**src/rtl/erm_pkg.sv**
```systemverilog
// Shared types and codes for the extent record mapper.
package erm_pkg;

    typedef enum logic [1:0] {
        ACT_EXTENT_WR = 2'd0,
        ACT_HEADER_WR = 2'd1,
        ACT_TRANSLATE = 2'd2,
        ACT_CLEAR_ALL = 2'd3
    } action_t;

    typedef enum logic [1:0] {
        ST_OK        = 2'd0,
        ST_UNMOUNTED = 2'd1,
        ST_RANGE     = 2'd2,
        ST_EXHAUSTED = 2'd3
    } status_t;

    typedef enum logic [1:0] {
        S_IDLE     = 2'd0,
        S_DISPATCH = 2'd1,
        S_WALK     = 2'd2,
        S_ADDR     = 2'd3
    } seq_state_t;

    typedef enum logic {
        ALU_ADD = 1'b0,
        ALU_SUB = 1'b1
    } alu_op_t;

    localparam logic [1:0] MODE_NONE    = 2'd0;
    localparam logic [1:0] MODE_INVALID = 2'd3;

    typedef struct packed {
        action_t     action;
        logic        unit;
        logic [3:0]  extent_index;
        logic [31:0] start_block;
        logic [31:0] block_count;
        logic [1:0]  mount_mode;
        logic [4:0]  extent_total;
        logic [31:0] record_total;
        logic [31:0] relative_record;
    } erm_in_t;

    typedef struct packed {
        status_t     status;
        logic [31:0] absolute_record;
        logic        directory_head;
    } erm_out_t;

    typedef struct packed {
        logic [31:0] start_block;
        logic [31:0] block_count;
    } ext_entry_t;

endpackage

```
**src/rtl/extent_record_mapper_top.sv**
```systemverilog
// Extent record mapper: unit headers, sequencer and result register.
//
// An item is taken when start is high and busy is low; its result comes back
// as a one-cycle beat on result, flagged by done, and must be taken in that
// cycle. Extent writes, header writes and clear-all finish in the dispatch
// state. So does a translation that fails the mount or range check or whose
// unit has no extents; any other translation walks the unit's extents in
// order and, on a hit, forms the address in a final add state.
// The walk reads one table entry per cycle through the extent memory's single
// read port and runs each step through one shared add/subtract unit. busy
// falls in the cycle the result beat is shown, so the next item can be taken
// alongside it. No clearing pass after reset; extent entries hold garbage
// until written.
module extent_record_mapper_top
    import erm_pkg::*;
#(
    parameter int UNITS        = 2,
    parameter int MAX_EXTENTS  = 16,
    parameter int RECORD_SHIFT = 2
)
(
    input  logic     clk,
    input  logic     rst_n,
    input  logic     start,
    input  erm_in_t  item,
    output logic     busy,
    output logic     done,
    output erm_out_t result
);

    localparam int UNIT_W = (UNITS > 1) ? $clog2(UNITS) : 1;
    localparam int CNT_W  = $clog2(MAX_EXTENTS + 1);
    localparam int DEPTH  = UNITS * MAX_EXTENTS;
    localparam int ADDR_W = (DEPTH > 1) ? $clog2(DEPTH) : 1;
    localparam logic [31:0] LOW_MASK = (32'd1 << RECORD_SHIFT) - 32'd1;

    seq_state_t state_reg;
    seq_state_t state_next;

    erm_in_t     item_reg;
    logic [31:0] blk_reg;
    logic [31:0] start_reg;
    logic [CNT_W-1:0] idx_reg;

    logic [1:0]       mode_reg    [UNITS];
    logic [CNT_W-1:0] ext_cnt_reg [UNITS];
    logic [31:0]      rec_cnt_reg [UNITS];

    logic     done_reg;
    erm_out_t result_reg;

    // decoded item
    logic              unit_ok;
    logic              index_ok;
    logic [UNIT_W-1:0] unit_idx;
    logic [1:0]        cur_mode;
    logic [CNT_W-1:0]  cur_ext_cnt;
    logic [31:0]       cur_rec_cnt;
    logic [31:0]       tot_sat;
    logic [CNT_W-1:0]  idx_plus;
    logic              last_extent;

    // shared unit
    alu_op_t     alu_op;
    logic [31:0] alu_a;
    logic [31:0] alu_b;
    logic [31:0] alu_sum;
    logic        alu_carry;

    // table
    logic              mem_we;
    logic [ADDR_W-1:0] mem_wr_addr;
    ext_entry_t        mem_wr_data;
    logic              mem_re;
    logic [ADDR_W-1:0] mem_rd_addr;
    ext_entry_t        mem_rd_data;
    logic [31:0]       rd_idx;

    // sequencer controls
    logic     hdr_we;
    logic     hdr_clear;
    logic     walk_begin;
    logic     walk_step;
    logic     start_load;
    logic     fin;
    erm_out_t fin_result;
    logic     accept;

    assign accept = start && (state_reg == S_IDLE);

    assign unit_ok     = (32'(item_reg.unit) < UNITS);
    assign index_ok    = (32'(item_reg.extent_index) < MAX_EXTENTS);
    assign unit_idx    = unit_ok ? UNIT_W'(item_reg.unit) : '0;
    assign cur_mode    = mode_reg[unit_idx];
    assign cur_ext_cnt = ext_cnt_reg[unit_idx];
    assign cur_rec_cnt = rec_cnt_reg[unit_idx];
    assign tot_sat     = (32'(item_reg.extent_total) > MAX_EXTENTS) ?
                         32'(MAX_EXTENTS) : 32'(item_reg.extent_total);
    assign idx_plus    = idx_reg + CNT_W'(1);
    assign last_extent = (idx_plus == cur_ext_cnt);

    assign mem_wr_addr = ADDR_W'(32'(unit_idx) * MAX_EXTENTS + 32'(item_reg.extent_index));
    assign mem_wr_data = '{start_block: item_reg.start_block,
                           block_count: item_reg.block_count};
    assign rd_idx      = (state_reg == S_WALK) ? 32'(idx_plus) : 32'd0;
    assign mem_rd_addr = ADDR_W'(32'(unit_idx) * MAX_EXTENTS + rd_idx);

    erm_alu u_alu (
        .op    (alu_op),
        .a     (alu_a),
        .b     (alu_b),
        .sum   (alu_sum),
        .carry (alu_carry)
    );

    erm_table #(
        .DEPTH  (DEPTH),
        .ADDR_W (ADDR_W)
    ) u_table (
        .clk     (clk),
        .wr_en   (mem_we),
        .wr_addr (mem_wr_addr),
        .wr_data (mem_wr_data),
        .rd_en   (mem_re),
        .rd_addr (mem_rd_addr),
        .rd_data (mem_rd_data)
    );

    // shared unit operand select
    always_comb
    begin
        alu_op = ALU_SUB;
        alu_a  = item_reg.relative_record;
        alu_b  = cur_rec_cnt;
        case (state_reg)
            S_WALK:
            begin
                alu_a = blk_reg;
                alu_b = mem_rd_data.block_count;
            end
            S_ADDR:
            begin
                alu_op = ALU_ADD;
                alu_a  = start_reg;
                alu_b  = blk_reg;
            end
            default:
            begin
                alu_op = ALU_SUB;
            end
        endcase
    end

    // next state
    always_comb
    begin
        state_next = state_reg;
        case (state_reg)
            S_IDLE:
            begin
                if (start)
                begin
                    state_next = S_DISPATCH;
                end
            end
            S_DISPATCH:
            begin
                if (walk_begin)
                begin
                    state_next = S_WALK;
                end
                else
                begin
                    state_next = S_IDLE;
                end
            end
            S_WALK:
            begin
                if (!alu_carry)
                begin
                    state_next = S_ADDR;
                end
                else if (last_extent)
                begin
                    state_next = S_IDLE;
                end
            end
            S_ADDR:
            begin
                state_next = S_IDLE;
            end
            default:
            begin
                state_next = S_IDLE;
            end
        endcase
    end

    // sequencer outputs
    always_comb
    begin
        mem_we     = 1'b0;
        mem_re     = 1'b0;
        hdr_we     = 1'b0;
        hdr_clear  = 1'b0;
        walk_begin = 1'b0;
        walk_step  = 1'b0;
        start_load = 1'b0;
        fin        = 1'b0;
        fin_result = '{status: ST_OK, absolute_record: 32'd0, directory_head: 1'b0};
        case (state_reg)
            S_DISPATCH:
            begin
                case (item_reg.action)
                    ACT_EXTENT_WR:
                    begin
                        mem_we = unit_ok && index_ok;
                        fin    = 1'b1;
                    end
                    ACT_HEADER_WR:
                    begin
                        hdr_we = unit_ok;
                        fin    = 1'b1;
                    end
                    ACT_CLEAR_ALL:
                    begin
                        hdr_clear = 1'b1;
                        fin       = 1'b1;
                    end
                    default:
                    begin
                        if (!unit_ok || (cur_mode == MODE_NONE))
                        begin
                            fin               = 1'b1;
                            fin_result.status = ST_UNMOUNTED;
                        end
                        else if (alu_carry)
                        begin
                            // record >= record count
                            fin               = 1'b1;
                            fin_result.status = ST_RANGE;
                        end
                        else if (cur_ext_cnt == '0)
                        begin
                            fin               = 1'b1;
                            fin_result.status = ST_EXHAUSTED;
                        end
                        else
                        begin
                            walk_begin = 1'b1;
                            mem_re     = 1'b1;
                        end
                    end
                endcase
            end
            S_WALK:
            begin
                if (!alu_carry)
                begin
                    start_load = 1'b1;
                end
                else if (last_extent)
                begin
                    fin               = 1'b1;
                    fin_result.status = ST_EXHAUSTED;
                end
                else
                begin
                    walk_step = 1'b1;
                    mem_re    = 1'b1;
                end
            end
            S_ADDR:
            begin
                fin = 1'b1;
                fin_result.absolute_record = (alu_sum << RECORD_SHIFT) |
                                             (item_reg.relative_record & LOW_MASK);
                fin_result.directory_head  =
                    ((item_reg.relative_record >> RECORD_SHIFT) == 32'd0);
            end
            default:
            begin
                fin = 1'b0;
            end
        endcase
    end

    always_ff @(posedge clk or negedge rst_n)
    begin
        if (!rst_n)
        begin
            state_reg <= S_IDLE;
            done_reg  <= 1'b0;
            idx_reg   <= '0;
        end
        else
        begin
            state_reg <= state_next;
            done_reg  <= fin;
            if (walk_begin)
            begin
                idx_reg <= '0;
            end
            else if (walk_step)
            begin
                idx_reg <= idx_plus;
            end
        end
    end

    // per-item payload
    always_ff @(posedge clk)
    begin
        if (accept)
        begin
            item_reg <= item;
        end
        if (walk_begin)
        begin
            blk_reg <= item_reg.relative_record >> RECORD_SHIFT;
        end
        else if (walk_step)
        begin
            blk_reg <= alu_sum;
        end
        if (start_load)
        begin
            start_reg <= mem_rd_data.start_block;
        end
        if (fin)
        begin
            result_reg <= fin_result;
        end
    end

    // unit headers
    always_ff @(posedge clk or negedge rst_n)
    begin
        if (!rst_n)
        begin
            for (int u = 0; u < UNITS; u++)
            begin
                mode_reg[u]    <= MODE_NONE;
                ext_cnt_reg[u] <= '0;
                rec_cnt_reg[u] <= '0;
            end
        end
        else if (hdr_clear)
        begin
            for (int u = 0; u < UNITS; u++)
            begin
                mode_reg[u]    <= MODE_NONE;
                ext_cnt_reg[u] <= '0;
                rec_cnt_reg[u] <= '0;
            end
        end
        else if (hdr_we)
        begin
            mode_reg[unit_idx]    <= (item_reg.mount_mode == MODE_INVALID) ?
                                     MODE_NONE : item_reg.mount_mode;
            ext_cnt_reg[unit_idx] <= CNT_W'(tot_sat);
            rec_cnt_reg[unit_idx] <= item_reg.record_total;
        end
    end

    assign busy   = (state_reg != S_IDLE);
    assign done   = done_reg;
    assign result = result_reg;

    a_done_idle: assert property (@(posedge clk) disable iff (!rst_n)
        done |-> !busy)
        else $error("result beat while sequencer busy");

    a_accept_busy: assert property (@(posedge clk) disable iff (!rst_n)
        (start && !busy) |=> busy)
        else $error("accepted item did not start the sequencer");

    a_walk_bound: assert property (@(posedge clk) disable iff (!rst_n)
        (state_reg == S_WALK) |-> (idx_reg < cur_ext_cnt))
        else $error("extent walk ran past the unit's extent count");

    a_fail_zero: assert property (@(posedge clk) disable iff (!rst_n)
        (done && (result.status != ST_OK)) |->
            ((result.absolute_record == 32'd0) && !result.directory_head))
        else $error("failed translation carries a nonzero record");

endmodule

```
**src/rtl/erm_alu.sv**
```systemverilog
// Shared 32-bit add/subtract unit; carry out doubles as the a >= b compare.
module erm_alu
    import erm_pkg::*;
(
    input  alu_op_t     op,
    input  logic [31:0] a,
    input  logic [31:0] b,
    output logic [31:0] sum,
    output logic        carry
);

    logic [32:0] full;

    always_comb
    begin
        if (op == ALU_SUB)
        begin
            full = {1'b0, a} + {1'b0, ~b} + 33'd1;
        end
        else
        begin
            full = {1'b0, a} + {1'b0, b};
        end
    end

    assign sum   = full[31:0];
    assign carry = full[32];

endmodule

```
**src/rtl/erm_table.sv**
```systemverilog
// Extent table memory: one write port, one registered read port.
module erm_table
    import erm_pkg::*;
#(
    parameter int DEPTH  = 32,
    parameter int ADDR_W = 5
)
(
    input  logic              clk,
    input  logic              wr_en,
    input  logic [ADDR_W-1:0] wr_addr,
    input  ext_entry_t        wr_data,
    input  logic              rd_en,
    input  logic [ADDR_W-1:0] rd_addr,
    output ext_entry_t        rd_data
);

    ext_entry_t mem [DEPTH];
    ext_entry_t rd_data_reg;

    always_ff @(posedge clk)
    begin
        if (wr_en)
        begin
            mem[wr_addr] <= wr_data;
        end
        if (rd_en)
        begin
            rd_data_reg <= mem[rd_addr];
        end
    end

    assign rd_data = rd_data_reg;

endmodule

```
**config.mk**
```make
export PLATFORM = sky130hd
export DESIGN_NAME = extent_record_mapper_top
export DESIGN_NICKNAME = d
export VERILOG_FILES = /design/src/rtl/erm_pkg.sv /design/src/rtl/extent_record_mapper_top.sv /design/src/rtl/erm_alu.sv /design/src/rtl/erm_table.sv
export SDC_FILE = /design/constraint.sdc
export NUM_CORES = 2
export LEC_CHECK = 0
export BUFFER_PORTS_ARGS = -buffer_cell sky130_fd_sc_hd__buf_2
export CAP_MARGIN = 30
export CORE_MARGIN = 1
export CORE_UTILIZATION = 55
export CTS_CLUSTER_DIAMETER = 120
export DETAILED_ROUTE_END_ITERATION = 12
export GPL_ROUTABILITY_DRIVEN = 0
export PLACE_DENSITY = 0.74
export SYNTH_ARGS = -nofsm -noshare
export SYNTH_HDL_FRONTEND = slang
export SYNTH_SLANG_ARGS = --single-unit
```
**constraint.sdc**
```tcl
create_clock -name clk -period 7 [get_ports clk]
set_input_delay 0.35 -clock clk [delete_from_list [all_inputs] [get_ports clk]]
set_output_delay 0.35 -clock clk [all_outputs]
set_load 0.005 [all_outputs]
```
==> results.ini <==
[status]
status = completed

[final_layout]
largest_register_ffs = 2048
area.growth.synth_to_final_pct = 13.8
drive_above_1_share_pct = 20.0
nNetsFinal = 5625
post-route-util_pct = 63.2
final_area_um2 = 109000

[grt]
grt_pass1_wl_um = 360000
grt_max_degree = 187
grt_antenna_before_repair = 10
grt_pass1_vias = 51700
grt_overflow = 0
track_usage_pct = 28.7

[critical_path]
cp.arrival_ps = 6380
worstPathRequired_ps = 7480
crit_path_end_kind = flop
start_kind = flop
critPathKind = reg -> reg
path_max_fanout = 64

[routing]
first_iter_violations = 8186
vias = 53600
drtAntennaViolNets = 0
via_per_inst = 6.77
wl_per_cell_um = 31.9
drcViolationCount = 0
finalWirelength_um = 253000
dr.pass1.iters = 6

[sta]
relSlewSlack_pct = 26.8
worstMarginPinSlew_ps = 1100
fin_crit_sh_pct = 84.4
drv_slew = 0
hold_viol = 0
rsz0062_at_grt = false
skew_ps = 75.2
fmax_ghz = 0.169
setup_tns_ps = 0
final-setup-viol-count = 0
fin_crit_ps = 5900
holdWs_ps = 68.0

[synthesis]
synthFlopType = edfxtp_1
ys_ff_latch = 2439
synth_edf_count = 2351
synth_area_um2 = 95700
synth_nets = 5308
async_flop_share_pct = 3.53
yosysSeqAreaShare_pct = 76.1
synth_cell_type_count = 85
syn_inst = 5092
yosysWarnings = 0
avgSynthCellArea_um2 = 18.8

[floorplanning]
ios = 182
die_y_um = 419
die_area_um2 = 176000
initial_core_util_pct = 55.6
core_um2 = 172000
die-width_um = 419
rows = 152

[flow_run]
max_cap_violations = 0

[clock_network]
htreeDepth = 4
cts_setup_buffers = 0
cts-root-to-sink-buffers = 3
cts_hold_buffers = 144
cts_made_buffers = 229
cts_root_buffer = clkbuf_16
cts_sinks = 2439
ctsResizeCount = 0
worstSkewPairLatency_ps = 890
clkTransAtPathRegs_ps = 60
tritoncts = built

[power_and_ir_drop]
power.switching_mw = 9.96
seqPwrFrac_pct = 49.7
p_leak_nw = 35.3
swShare_pct = 27.4
pwr_density_cell_nw_per_um2 = 334
pwr-share-comb_pct = 16.0
internal_power_mw = 26.4
total_power_mw = 36.3
ir_worst_vdd_mv = 0.304
p_clk_share_pct = 34.3

[placement]
dp_hpwl_um = 133000
dpl_cell_area_um2 = 99800
io_buffers = 181

[hold_path]
hold_class = in -> reg

[worst max-delay path: stages (launching register included)]
cell	delay [ps]
dfrtp_1	440
inv_1	110
ha_2	550
or2_2	600
o21ai_0	340
ha_1	560
or3_1	430
nand2b_1	200
or4_1	450
or2_0	220
o211ai_1	120
o211a_4	300
and3_4	310
nor2_4	100
nor2b_4	100
buf_4	610
[logic make-up (layout without fill, tap and decap cells)]
family	after synthesis	count (layout)	synth area share, %
AOI/OAI and AO/OA	1187	1187	8.48
and+or+nand+nor	424	424	2.06
DFF	2439	2439	76.1
other	0	1	0
xor gates and xnor gates	65	65	0.595
buffers and inverters	419	925	1.69
muxes	487	487	10.2
adders and majority gates	71	71	0.944
[path summary, 6_finish.rpt]
kind / endpoint / slack (ps) / cells past startpoint / startpoint
hold / removal: state_reg[1] / 70 / 4 / start
setup / recovery: u_table.rd_data[59] / 1100 / 15 / state_reg[0]
max in group asynchronous: ext_cnt_reg[3] / 5990 / 3 / rst_n
setup reg to reg: u_table.rd_data[59] / 1100 / 15 / state_reg[0]
hold reg to reg: start_reg[24] / 420 / 0 / u_table.rd_data[56]
min in group asynchronous: ext_cnt_reg[2] / 80 / 3 / rst_n
[routing by layer]
metal	wire [um]	vias to the layer above	global-route usage, %	share of wire (%)
met2	117000	3650	44.0	46
met1	96100	27500	40.6	38
met4	10600	12	11.1	4.2
met3	28700	565	6.14	11
li1	-	21900	-	-
met5	119	-	0	0.047
[layout by cell type (no fill, tap or decap), types with 23 or more instances in the layout]
cell type	Yosys	layout
clkbuf_1	277	49
a22o_1	84	84
nor3_1	26	25
o21ai_0	333	333
nor2_1	130	95
buf_12	0	40
nor2_4	2	35
dfrtp_1	86	86
ha_1	69	67
dlygate4sd3_1	0	144
mux4_2	381	381
mux2i_1	42	42
a21oi_1	69	69
clkbuf_16	0	230
clkinv_1	1	59
inv_1	68	68
mux2_2	64	64
clkinv_2	0	31
o22ai_1	256	256
o221ai_1	255	255
buf_2	15	180
a22oi_1	67	67
nor2b_1	25	23
xnor2_1	52	51
buf_4	1	67
nand2_1	148	144
bufinv_16	0	26
edfxtp_1	2351	2351
[area by class of cell]
class                      count  area, um2
sequential                  2439      72800
fill                       11300      63300
multi-input combinational   2234      21600
clock buffer                 281       5970
timing repair buffer         435       3760
tap                         2310       2890
clock inverter               139       1570
inverter                      70        270
antenna                        1       2.50
[metrics by stage]
step,cells,setup slack [ps]
2_1_floorplan,5092,941
3_3_place_gp,7335,1290
3_5_place_dp,7341,1200
4_1_cts,7905,1140
5_1_grt,7908,778
6_report,7909,1100
[Yosys cell counts (5+ instances only)]
| master | n | area share [%] |
|---|---|---|
| o21ai_1 | 7 | 0.037 |
| a22o_1 | 84 | 0.77 |
| xnor2_1 | 52 | 0.48 |
| o22ai_1 | 256 | 1.7 |
| mux2i_1 | 42 | 0.44 |
| dfrtp_1 | 86 | 2.2 |
| a31oi_1 | 6 | 0.039 |
| a21o_1 | 13 | 0.10 |
| nand2b_1 | 13 | 0.085 |
| a21oi_1 | 69 | 0.36 |
| o21a_1 | 9 | 0.071 |
| nor2b_1 | 25 | 0.16 |
| buf_1 | 52 | 0.20 |
| a211oi_1 | 12 | 0.094 |
| o211ai_1 | 11 | 0.086 |
| mux4_2 | 381 | 9.0 |
| or3_1 | 7 | 0.046 |
| o21bai_1 | 7 | 0.055 |
| o221ai_1 | 255 | 2.3 |
| edfxtp_1 | 2351 | 74 |
| a22oi_1 | 67 | 0.53 |
| ha_1 | 69 | 0.90 |
| or4_1 | 8 | 0.063 |
| nor4_1 | 12 | 0.078 |
| and2_1 | 6 | 0.039 |
| nand3_1 | 13 | 0.068 |
| xor2_1 | 13 | 0.12 |
| nand2_1 | 148 | 0.58 |
| buf_2 | 15 | 0.078 |
| o31ai_1 | 11 | 0.086 |
| nand3b_1 | 6 | 0.047 |
| o21ai_0 | 333 | 1.7 |
| inv_1 | 68 | 0.27 |
| nor3_1 | 26 | 0.14 |
| a221oi_1 | 5 | 0.046 |
| nand4_1 | 12 | 0.078 |
| nor2_1 | 130 | 0.51 |
| mux2_2 | 64 | 0.75 |
| clkbuf_1 | 277 | 1.1 |
[power groups by stage]
stage	clock [mW]	combinational [mW]	sequential [mW]
2_1_floorplan	0	3.87	18.0
3_3_place_gp	0	5.44	18.3
3_5_place_dp	0	5.53	18.3
4_1_cts	12.6	5.63	18.1
5_1_grt	13.1	6.20	18.1
6_report	12.5	5.83	18.1
Note: power is estimated with default switching activity, not from simulation.
